### config.mk
export PLATFORM = sky130hd
export DESIGN_NAME = class_constant_pool_parser
export DESIGN_NICKNAME = d
export VERILOG_FILES = /design/src/ccpp_pkg.sv /design/src/class_constant_pool_parser.sv /design/src/ccpp_parser.sv
export SDC_FILE = /design/constraint.sdc
export NUM_CORES = 2
export LEC_CHECK = 0
export ABC_AREA = 1
export BUFFER_PORTS_ARGS = -buffer_cell sky130_fd_sc_hd__clkbuf_2
export CORE_UTILIZATION = 52
export CTS_BUF_LIST = sky130_fd_sc_hd__clkbuf_16
export CTS_CLUSTER_SIZE = 40
export DETAILED_ROUTE_END_ITERATION = 7
export PLACE_DENSITY = 0.68
export SETUP_SLACK_MARGIN = 0.2
export SLEW_MARGIN = 20
export SYNTH_ARGS = -nofsm -noshare
export SYNTH_HDL_FRONTEND = slang
export SYNTH_SLANG_ARGS = --single-unit
export TNS_END_PERCENT = 1
### constraint.sdc
create_clock -name clk -period 6.7 [get_ports clk]
set_input_delay 0.67 -clock clk [delete_from_list [all_inputs] [get_ports clk]]
set_output_delay 0.67 -clock clk [all_outputs]
set_load 0.01 [all_outputs]
### src/ccpp_pkg.sv
// Shared types, tag codes and tag size functions for the constant pool parser.
`default_nettype none

package ccpp_pkg;

    // Result queue geometry.
    localparam int QUEUE_DEPTH = 8;
    localparam int QUEUE_AW    = 3;
    localparam int MAX_RESULTS = 3;

    // Result kinds.
    typedef enum logic [2:0] {
        KIND_ENTRY       = 3'd0,
        KIND_STRING_BYTE = 3'd1,
        KIND_UNUSABLE    = 3'd2,
        KIND_POOL_END    = 3'd3,
        KIND_TAG_ERROR   = 3'd4
    } kind_t;

    // Constant pool tag codes.
    localparam logic [7:0] TAG_UTF8             = 8'd1;
    localparam logic [7:0] TAG_INTEGER          = 8'd3;
    localparam logic [7:0] TAG_FLOAT            = 8'd4;
    localparam logic [7:0] TAG_LONG             = 8'd5;
    localparam logic [7:0] TAG_DOUBLE           = 8'd6;
    localparam logic [7:0] TAG_CLASS            = 8'd7;
    localparam logic [7:0] TAG_STRING           = 8'd8;
    localparam logic [7:0] TAG_FIELDREF         = 8'd9;
    localparam logic [7:0] TAG_METHODREF        = 8'd10;
    localparam logic [7:0] TAG_IFACE_METHODREF  = 8'd11;
    localparam logic [7:0] TAG_NAME_AND_TYPE    = 8'd12;
    localparam logic [7:0] TAG_METHOD_HANDLE    = 8'd15;
    localparam logic [7:0] TAG_METHOD_TYPE      = 8'd16;
    localparam logic [7:0] TAG_INVOKE_DYNAMIC   = 8'd18;

    // One result item.
    typedef struct packed {
        kind_t       kind;
        logic [15:0] slot;
        logic [7:0]  tag;
        logic [31:0] first_value;
        logic [31:0] second_value;
        logic [7:0]  string_byte;
        logic        last;
    } result_t;

    // Results caused by one input byte, handed from the parser to the queue.
    typedef struct packed {
        logic [1:0]                    count;
        result_t [MAX_RESULTS-1:0]     res;
        logic                          at_count_hi;
    } step_out_t;

    // Payload bytes that follow a tag; zero marks an unknown tag.
    function automatic logic [3:0] payload_size(input logic [7:0] tag);
        logic [3:0] size;
        case (tag)
            TAG_UTF8, TAG_CLASS, TAG_STRING, TAG_METHOD_TYPE: size = 4'd2;
            TAG_INTEGER, TAG_FLOAT, TAG_FIELDREF, TAG_METHODREF,
            TAG_IFACE_METHODREF, TAG_NAME_AND_TYPE, TAG_INVOKE_DYNAMIC: size = 4'd4;
            TAG_LONG, TAG_DOUBLE: size = 4'd8;
            TAG_METHOD_HANDLE: size = 4'd3;
            default: size = 4'd0;
        endcase
        return size;
    endfunction

    // Trailing payload bytes that form the second field.
    function automatic logic [3:0] second_size(input logic [7:0] tag);
        logic [3:0] size;
        case (tag)
            TAG_FIELDREF, TAG_METHODREF, TAG_IFACE_METHODREF, TAG_NAME_AND_TYPE,
            TAG_INVOKE_DYNAMIC, TAG_METHOD_HANDLE: size = 4'd2;
            TAG_LONG, TAG_DOUBLE: size = 4'd4;
            default: size = 4'd0;
        endcase
        return size;
    endfunction

endpackage

`default_nettype wire

### src/class_constant_pool_parser.sv
// Top level of the constant pool parser: byte input, parser and result queue.
// The block takes one constant pool byte per cycle. Each byte updates the
// parsing state in the same cycle and produces zero to three results (an
// entry, a Utf8 string byte, an unusable slot after a Long or Double, the
// pool end, or an unknown tag error). Results are written into an 8-entry
// result queue and leave it one per cycle, so the output side sets the rate
// whenever bytes produce more than one result each. A byte is taken only
// while the queue has at least three free entries; with a ready output and
// at most one result per byte, input transfers run at one per cycle.
`default_nettype none

module class_constant_pool_parser (
    input  wire logic        clk,
    input  wire logic        rst_n,
    input  wire logic        in_valid,
    output logic             in_ready,
    input  wire logic [7:0]  in_byte,
    output logic             out_valid,
    input  wire logic        out_ready,
    output logic [2:0]       result_kind,
    output logic [15:0]      slot_index,
    output logic [7:0]       entry_tag,
    output logic [31:0]      first_value,
    output logic [31:0]      second_value,
    output logic [7:0]       string_byte,
    output logic             last
);

    localparam int AW = ccpp_pkg::QUEUE_AW;
    localparam logic [AW:0] READY_LIMIT =
        (AW + 1)'(ccpp_pkg::QUEUE_DEPTH - ccpp_pkg::MAX_RESULTS);

    ccpp_pkg::step_out_t step;
    ccpp_pkg::result_t   queue_mem [ccpp_pkg::QUEUE_DEPTH];
    ccpp_pkg::result_t   head;

    logic [AW-1:0] wr_ptr_reg, wr_ptr_next;
    logic [AW-1:0] rd_ptr_reg, rd_ptr_next;
    logic [AW:0]   count_reg, count_next;
    logic          in_fire;
    logic          out_fire;
    logic [1:0]    push_n;

    assign in_ready  = (count_reg <= READY_LIMIT);
    assign in_fire   = in_valid && in_ready;
    assign out_valid = (count_reg != '0);
    assign out_fire  = out_valid && out_ready;
    assign push_n    = in_fire ? step.count : 2'd0;

    ccpp_parser u_parser (
        .clk     (clk),
        .rst_n   (rst_n),
        .in_fire (in_fire),
        .in_byte (in_byte),
        .step    (step)
    );

    // Results of an accepted byte are written at consecutive queue entries.
    always_ff @(posedge clk)
    begin
        for (int i = 0; i < ccpp_pkg::MAX_RESULTS; i++)
        begin
            if (2'(i) < push_n)
                queue_mem[wr_ptr_reg + AW'(i)] <= step.res[i];
        end
    end

    // Queue pointers and fill count.
    always_comb
    begin
        wr_ptr_next = wr_ptr_reg + AW'(push_n);
        rd_ptr_next = out_fire ? rd_ptr_reg + AW'(1) : rd_ptr_reg;
        count_next  = count_reg + (AW + 1)'(push_n) - (AW + 1)'(out_fire);
    end

    always_ff @(posedge clk or negedge rst_n)
    begin
        if (!rst_n)
        begin
            wr_ptr_reg <= '0;
            rd_ptr_reg <= '0;
            count_reg  <= '0;
        end
        else
        begin
            wr_ptr_reg <= wr_ptr_next;
            rd_ptr_reg <= rd_ptr_next;
            count_reg  <= count_next;
        end
    end

    // The oldest queued result drives the output fields.
    assign head         = queue_mem[rd_ptr_reg];
    assign result_kind  = head.kind;
    assign slot_index   = head.slot;
    assign entry_tag    = head.tag;
    assign first_value  = head.first_value;
    assign second_value = head.second_value;
    assign string_byte  = head.string_byte;
    assign last         = head.last;

`ifndef NO_ASSERTIONS
    // The queue never holds more results than it has entries.
    assert property (@(posedge clk) disable iff (!rst_n)
        count_reg <= (AW + 1)'(ccpp_pkg::QUEUE_DEPTH))
        else $error("result queue overflow");

    // A count high byte produces no result, so the queue does not grow.
    assert property (@(posedge clk) disable iff (!rst_n)
        (in_fire && step.at_count_hi) |=> (count_reg <= $past(count_reg)))
        else $error("count high byte produced a result");

    // Pool end is always the final result of its byte.
    assert property (@(posedge clk) disable iff (!rst_n)
        (out_valid && (result_kind == ccpp_pkg::KIND_POOL_END)) |-> last)
        else $error("pool end not marked last");

    // Only string byte results carry a string byte.
    assert property (@(posedge clk) disable iff (!rst_n)
        (out_valid && (result_kind != ccpp_pkg::KIND_STRING_BYTE)) |-> (string_byte == 8'd0))
        else $error("string byte set on another result kind");
`endif

endmodule

`default_nettype wire

### src/ccpp_parser.sv
// Byte-level parsing state and the results that one accepted byte produces.
`default_nettype none

module ccpp_parser (
    input  wire logic                clk,
    input  wire logic                rst_n,
    input  wire logic                in_fire,
    input  wire logic [7:0]          in_byte,
    output ccpp_pkg::step_out_t      step
);

    typedef enum logic [2:0] {
        PH_COUNT_HI = 3'd0,
        PH_COUNT_LO = 3'd1,
        PH_TAG      = 3'd2,
        PH_PAYLOAD  = 3'd3,
        PH_STRING   = 3'd4
    } phase_t;

    phase_t      phase_reg, phase_next;
    logic [15:0] slots_left_reg, slots_left_next;
    logic [15:0] current_slot_reg, current_slot_next;
    logic [7:0]  current_tag_reg, current_tag_next;
    logic [3:0]  payload_left_reg, payload_left_next;
    logic [31:0] first_acc_reg, first_acc_next;
    logic [31:0] second_acc_reg, second_acc_next;
    logic [15:0] string_left_reg, string_left_next;

    logic [1:0]                                  n_res;
    ccpp_pkg::result_t [ccpp_pkg::MAX_RESULTS-1:0] res;

    // Builds one result with the last flag clear.
    function automatic ccpp_pkg::result_t make_result(
        input ccpp_pkg::kind_t kind,
        input logic [15:0]     slot,
        input logic [7:0]      tag,
        input logic [31:0]     first_value,
        input logic [31:0]     second_value,
        input logic [7:0]      string_byte
    );
        ccpp_pkg::result_t r;
        r.kind         = kind;
        r.slot         = slot;
        r.tag          = tag;
        r.first_value  = first_value;
        r.second_value = second_value;
        r.string_byte  = string_byte;
        r.last         = 1'b0;
        return r;
    endfunction

    // Next state and results for the byte at the input.
    always_comb
    begin
        logic        do_finish;
        logic        wide_tag;
        logic [15:0] count_val;
        logic [3:0]  size;
        logic [3:0]  left_dec;
        logic [15:0] str_dec;
        logic [15:0] adv;

        phase_next        = phase_reg;
        slots_left_next   = slots_left_reg;
        current_slot_next = current_slot_reg;
        current_tag_next  = current_tag_reg;
        payload_left_next = payload_left_reg;
        first_acc_next    = first_acc_reg;
        second_acc_next   = second_acc_reg;
        string_left_next  = string_left_reg;
        n_res             = 2'd0;
        res               = '0;
        do_finish         = 1'b0;
        wide_tag          = (current_tag_reg == ccpp_pkg::TAG_LONG) ||
                            (current_tag_reg == ccpp_pkg::TAG_DOUBLE);
        count_val         = {first_acc_reg[7:0], in_byte};
        size              = ccpp_pkg::payload_size(in_byte);
        left_dec          = (payload_left_reg != 4'd0) ? payload_left_reg - 4'd1 : 4'd0;
        str_dec           = (string_left_reg != 16'd0) ? string_left_reg - 16'd1 : 16'd0;
        adv               = wide_tag ? 16'd2 : 16'd1;

        case (phase_reg)
            PH_COUNT_LO:
            begin
                first_acc_next = '0;
                if (count_val <= 16'd1)
                begin
                    res[n_res] = make_result(ccpp_pkg::KIND_POOL_END, '0, '0, '0, '0, '0);
                    n_res = n_res + 2'd1;
                    phase_next        = PH_COUNT_HI;
                    slots_left_next   = '0;
                    current_slot_next = '0;
                    current_tag_next  = '0;
                    payload_left_next = '0;
                    second_acc_next   = '0;
                    string_left_next  = '0;
                end
                else
                begin
                    slots_left_next   = count_val - 16'd1;
                    current_slot_next = 16'd1;
                    phase_next        = PH_TAG;
                end
            end
            PH_TAG:
            begin
                if (size == 4'd0)
                begin
                    res[n_res] = make_result(ccpp_pkg::KIND_TAG_ERROR, current_slot_reg,
                                             in_byte, '0, '0, '0);
                    n_res = n_res + 2'd1;
                    phase_next        = PH_COUNT_HI;
                    slots_left_next   = '0;
                    current_slot_next = '0;
                    current_tag_next  = '0;
                    payload_left_next = '0;
                    first_acc_next    = '0;
                    second_acc_next   = '0;
                    string_left_next  = '0;
                end
                else
                begin
                    current_tag_next  = in_byte;
                    payload_left_next = size;
                    first_acc_next    = '0;
                    second_acc_next   = '0;
                    phase_next        = PH_PAYLOAD;
                end
            end
            PH_PAYLOAD:
            begin
                // Bytes ahead of the second field go into the first field.
                if (payload_left_reg > ccpp_pkg::second_size(current_tag_reg))
                    first_acc_next = {first_acc_reg[23:0], in_byte};
                else
                    second_acc_next = {second_acc_reg[23:0], in_byte};
                payload_left_next = left_dec;
                if (left_dec == 4'd0)
                begin
                    res[n_res] = make_result(ccpp_pkg::KIND_ENTRY, current_slot_reg,
                                             current_tag_reg, first_acc_next,
                                             second_acc_next, '0);
                    n_res = n_res + 2'd1;
                    if (current_tag_reg == ccpp_pkg::TAG_UTF8)
                    begin
                        string_left_next = first_acc_next[15:0];
                        if (first_acc_next[15:0] == 16'd0)
                            do_finish = 1'b1;
                        else
                            phase_next = PH_STRING;
                    end
                    else
                    begin
                        if (wide_tag)
                        begin
                            res[n_res] = make_result(ccpp_pkg::KIND_UNUSABLE,
                                                     current_slot_reg + 16'd1,
                                                     current_tag_reg, '0, '0, '0);
                            n_res = n_res + 2'd1;
                        end
                        do_finish = 1'b1;
                    end
                end
            end
            PH_STRING:
            begin
                res[n_res] = make_result(ccpp_pkg::KIND_STRING_BYTE, current_slot_reg,
                                         current_tag_reg, '0, '0, in_byte);
                n_res = n_res + 2'd1;
                string_left_next = str_dec;
                if (str_dec == 16'd0)
                    do_finish = 1'b1;
            end
            default:
            begin
                first_acc_next = {24'd0, in_byte};
                phase_next     = PH_COUNT_LO;
            end
        endcase

        // Slot completion: advance past the entry, end the pool when none remain.
        if (do_finish)
        begin
            if (slots_left_reg <= adv)
            begin
                res[n_res] = make_result(ccpp_pkg::KIND_POOL_END, '0, '0, '0, '0, '0);
                n_res = n_res + 2'd1;
                phase_next        = PH_COUNT_HI;
                slots_left_next   = '0;
                current_slot_next = '0;
                current_tag_next  = '0;
                payload_left_next = '0;
                first_acc_next    = '0;
                second_acc_next   = '0;
                string_left_next  = '0;
            end
            else
            begin
                slots_left_next   = slots_left_reg - adv;
                current_slot_next = current_slot_reg + adv;
                phase_next        = PH_TAG;
            end
        end

        // The final result of this byte carries the last flag.
        for (int i = 0; i < ccpp_pkg::MAX_RESULTS; i++)
        begin
            res[i].last = (n_res == 2'(i + 1));
        end
    end

    assign step.count       = n_res;
    assign step.res         = res;
    assign step.at_count_hi = (phase_reg == PH_COUNT_HI);

    // Parser state.
    always_ff @(posedge clk or negedge rst_n)
    begin
        if (!rst_n)
        begin
            phase_reg        <= PH_COUNT_HI;
            slots_left_reg   <= '0;
            current_slot_reg <= '0;
            current_tag_reg  <= '0;
            payload_left_reg <= '0;
            first_acc_reg    <= '0;
            second_acc_reg   <= '0;
            string_left_reg  <= '0;
        end
        else if (in_fire)
        begin
            phase_reg        <= phase_next;
            slots_left_reg   <= slots_left_next;
            current_slot_reg <= current_slot_next;
            current_tag_reg  <= current_tag_next;
            payload_left_reg <= payload_left_next;
            first_acc_reg    <= first_acc_next;
            second_acc_reg   <= second_acc_next;
            string_left_reg  <= string_left_next;
        end
    end

endmodule

`default_nettype wire
After elaboration in Yosys (flattened, before gate mapping)
Memory sizes are Yosys's and may differ from the RTL's.
Cells that the tools add are included.
W data, S select, Z words.
{ "word_totals": {"word_cells": 152, "memories": 3, "mem_bits_rw": 800, "output_inout_bits": 102, "mem_bits_ro": 192, "register_bits": 137} }
{ "op_classes": {"n_mux": 81, "n_eq_ne": 15, "bitwise_logic": 3, "magnitude_cmp": 9, "n_reduce_logical": 17, "addsub": 13} }
{ "memory_table": {"columns": ["memory", "words", "width", "read_ports", "rd_ports_with_merged_regs", "wr", "line", "rtl"], "rows": [
  ["queue_mem", 8, 100, 1, 0, 3, "class_constant_pool_parser.sv:34", "ccpp_pkg::result_t queue_mem [ccpp_pkg::QUEUE_DEPTH];"],
  ["(no name shown)", 32, 4, 1, 0, 0, "ccpp_pkg.sv:57", "case (tag)"],
  ["(no name shown)", 32, 2, 1, 0, 0, "ccpp_pkg.sv:71", "case (tag)"]
]} }
{ "op_table": {"columns": ["op", "count"], "rows": [
  ["$mux W300", 2],
  ["$mux W100", 4],
  ["$pmux W100 S4", 1],
  ["$and A196 B294 Y294", 1],
  ["$not A294 Y294", 1],
  ["$mux W32", 8],
  ["$mux W16", 13],
  ["$demux W100 S2", 1],
  ["$mux W200", 1],
  ["$mux W99", 2],
  ["$pmux W32 S3", 2],
  ["$pmux W16 S2", 2],
  ["$pmux W16 S4", 1],
  ["$logic_not A16 Y1", 2],
  ["$mux W4", 8],
  ["$mux W8", 4],
  ["$sub A16 B1 Y16 const B", 2],
  ["$mux W2", 10],
  ["$add A16 B1 Y16 const B", 1],
  ["$add A16 B16 Y16", 1],
  ["$eq A8 B3 Y1 const B", 2],
  ["$le A16 B1 Y1 const B", 1],
  ["$le A16 B16 Y1", 1],
  ["$pmux W8 S2", 1],
  ["other kinds (40)", 66]
]} }

Logic depth before layout (Yosys ltp)
{ "depth": {"depth_word": 16, "ltp_mapped": 32, "mapped_depth_nobuf": 30} }

Modules after synthesis
Synthesis repeated with hierarchy kept, for this count alone.
{ "unflattened": {"hier_cells": 9239, "area_unflattened_um2": 65656.7} }
{ "modules_own_cells": {"columns": ["module", "area_each_um2", "instances", "cells_per_inst", "seq_area_each_um2"], "rows": [
  ["class_constant_pool_parser", 54014.3, 1, 7414, 24273.3],
  ["ccpp_parser", 11642.4, 1, 1825, 3178.0]
]} }

Least setup slack after synthesis
OpenSTA, ideal clock, no wires.
{ "synth_timing": {"path_kind": "register -> register", "from": "register u_parser.current_tag_reg[0]", "to": "memory queue_mem[3][0] (netlist bit), enable pin", "setup_slack_ns": 2.303, "required_time_ns": 6.393, "arrival_time_ns": 4.091, "path_stages_with_launch": 22, "n_path_buf": 5, "cell_sequence": "dfrtp_1 inv_1 ha_1 o211ai_1 nor2_1 clkbuf_1 inv_1 clkbuf_1 ha_1 fa_1 nand2_1 nor2_1 o21ai_0 nor2_1 a21oi_2 nand3_4 nand2_2 buf_6 nand2_1 buf_4 buf_2 nand3_1"} }
{ "synth_lines": {"columns": ["element", "line", "rtl"], "rows": [
  ["from (decl)", "ccpp_parser.sv:23", "logic [7:0] current_tag_reg, current_tag_next;"],
  ["from (signal assigned)", "ccpp_parser.sv:235", "current_tag_reg <= current_tag_next;"],
  ["to (decl)", "class_constant_pool_parser.sv:34", null]
]} }

==> out/metrics.cfg <==
[clock_tree]
clkTransAtPathRegs_ns=0.06
clk_latency_ns=0.72
cts_buffers=101
cts_tree=built
cts_buffer_depth=3
post_cts_buffers=0
cts_resized=0
clock-sinks=937
postCtsHoldBufs=0
htreeDepth=3
cts_root_buf=clkbuf_16

[route]
num_vias=53590
drt_first_pass_iters=6
via_per_inst=6.237
wire_per_inst_um=22.93
finalWirelength_mm=197.0
drc=0
drtAntennaViolNets=0
drt_iter0_drc=7375

[floorplanning]
std_cell_rows=113
start_util_pct=52.49
core_region_area_um2=94870
dieHeight_um=311.5
die_x_um=311.5
io_pins=114
die_area_um2=97010

[hold_path]
min_path_type=input pin to asynchronous set/reset pin

[timing]
holdWs_ns=0.004929
tns_ns=0
period_needed_ns=6.001
slew_headroom_pct=19.71
timing.final.max_slew_violations=0
setup_violations=0
worst_pin_slew_ns=1.196
fmax_mhz=166.7
report.final.hold_viol_count=0
skew_ns=0.02600
finalCritPeriodShare_pct=89.56
rsz0062_at_grt=no
setup_ws_ns=0.6995

[global_route]
grt.total_usage_pct=39.15
gr-total-overflow=0
grt_pass1_vias=48820
grt_max_degree=220
grt_pass1_wl_mm=297.6
antenna_found_initial=5

[critical_path]
crit_top_cell=nand2_1
crit_required_ns=7.28
crit_type=register to register
end_kind=register
crit_path_start_kind=register
max_stage_delay_ns=0.56
crit_path_top_delay_cell=buf_4
crit_path_max_fanout=47
arrival_ns=6.58

[pwr]
power.net_switching_uw=13280
p_int_uw=13410
p_seq_share_pct=28.0
p_leak_uw=0.02339
p_comb_share_pct=52.1
netSwitchingFraction_pct=49.77
pwr_density_cell_nw_per_um2=496.4
vdd_ir_drop_max_mv=0.3719
power_frac_clock_pct=19.9

[placement]
dp.cells=8400
dpl_worst_slack_ns=0.8515
dpl-instance-area_um2=50660
port_buffers=113
dpl.hpwl_mm=114.6
place.gp.congestion=1.024

[synthesis]
synth_ff_type=dfxtp_1
yosysMostFrequentCell=nand2_1
yosys-top-cells-count=nand2_1 (1,637), nor2_1 (1,016), nand3_1 (815)
seq_area_frac_synth_pct=39.53
yosysTopAreaCell=dfxtp_1
synth_top_area_share_pct=31.19
synth_edf_count=24
synth_area_leaders=dfxtp_1 (31%), nand2_1 (12%), nand3_1 (8.2%), nor2_1 (7.7%), a21oi_1 (7.5%)
syn_inst=7517
syn-cell-area_um2=49800
async_reset_ff_share_pct=14.62
syn_nets=7565
ys_ff_latch=937
ys_types=55
synth_area_per_cell_um2=6.625
yosys_warnings=0

[layout]
drive_gt1_share_pct=6.418
fillers=9285
finalInstanceArea_um2=53760
syn2layout_area_growth_pct=7.954
nNetsFinal=7287
largest_reg_flops=800
finalNonFillerCells=8591

[status]
status=completed

[run]
maxCapViolCount=0

-- path summary, 6_finish.rpt --
kind | start | endpoint | slack, ns | depth (start not counted)
worst max-delay path | u_parser.current_tag_reg[0]$_DFFE_PN0P_ | queue_mem[2][61]$_SDFFE_PP0P_ | 0.70 | 28
worst min-delay path | rst_n | count_reg[2]$_DFF_PN0_ | 0.005 | 1
worst max register to register | u_parser.current_tag_reg[0]$_DFFE_PN0P_ | queue_mem[2][61]$_SDFFE_PP0P_ | 0.70 | 28
worst min register to register | queue_mem[3][39]$_SDFFE_PP0P_ | queue_mem[3][39]$_SDFFE_PP0P_ | 0.46 | 2
max in group asynchronous | rst_n | u_parser.first_acc_reg[29]$_DFFE_PN0P_ | 5.33 | 2
min in group clk | out_ready | rd_ptr_reg[0]$_DFFE_PN0P_ | 0.30 | 3
-- critical path, delay by kind of cell (launching register included) --
kind	cells	cell delay, ns
fa+ha+maj	2	0.48
buf+inv	5	1.63
flops	1	0.40
compound gates	3	0.31
simple gates	18	2.99
-- stage by stage --
| step | total power, µW | util [%] |
|---|---|---|
| after global placement | 20980 | 53.38 |
| after global routing | 28310 | 56.67 |
| after CTS | 26340 | 56.61 |
| after floorplan | 16720 | - |
| final | 26690 | 56.67 |
| after detailed placement | 21080 | 53.40 |
-- power groups by stage --
stage	Combinational [µW]	Sequential [µW]	Clock [µW]
3_3_place_gp	13400	7530	0
2_1_floorplan	9500	7210	0
3_5_place_dp	13500	7550	0
5_1_grt	15200	7570	5560
6_report	13900	7470	5320
4_1_cts	13600	7440	5320
-- layout make-up --
| class | count | area [µm²] | share of cell area, % |
|---|---|---|---|
| inverters | 389 | 1481 | 2.756 |
| clock inverters | 84 | 467.9 | 0.8704 |
| clock buffers | 103 | 2577 | 4.794 |
| diodes | 3 | 7.507 | 0.01396 |
| multi-input cells | 5575 | 26260 | 48.85 |
| well taps | 1265 | 1583 | 2.944 |
| flip-flops and latches | 937 | 19690 | 36.63 |
| repair buffers | 235 | 1688 | 3.140 |
-- placed cells by master (no fill, tap or decap), drive strengths merged, types with 144 or more instances in the layout --
| cell type | instances |
|---|---|
| inv | 417 |
| nand4 | 144 |
| nand2 | 1653 |
| o22ai | 153 |
| clkbuf | 215 |
| nand3 | 819 |
| nor2 | 1026 |
| dfxtp | 776 |
| o21ai | 623 |
| a21oi | 745 |
-- cell families after synthesis --
kind of cell,Yosys count,synth area share (%)
xor gates and xnor gates,35,0.6155
adders and majority gates,36,0.9648
and+or+nand+nor,3777,32.21
DFF,937,39.53
buffers and inverters,1005,8.150
AOI/OAI and AO/OA,1727,18.54
-- routing by layer --
layer / wire length, µm / part of all wire [%] / GRT usage, %
met5: 0 / 0 / 0
met4: 9974 / 5.1 / 19.93
met3: 22620 / 11 / 7.401
met1: 77940 / 40 / 52.26
met2: 86480 / 44 / 60.34
Power figures use the tool's default switching activity.
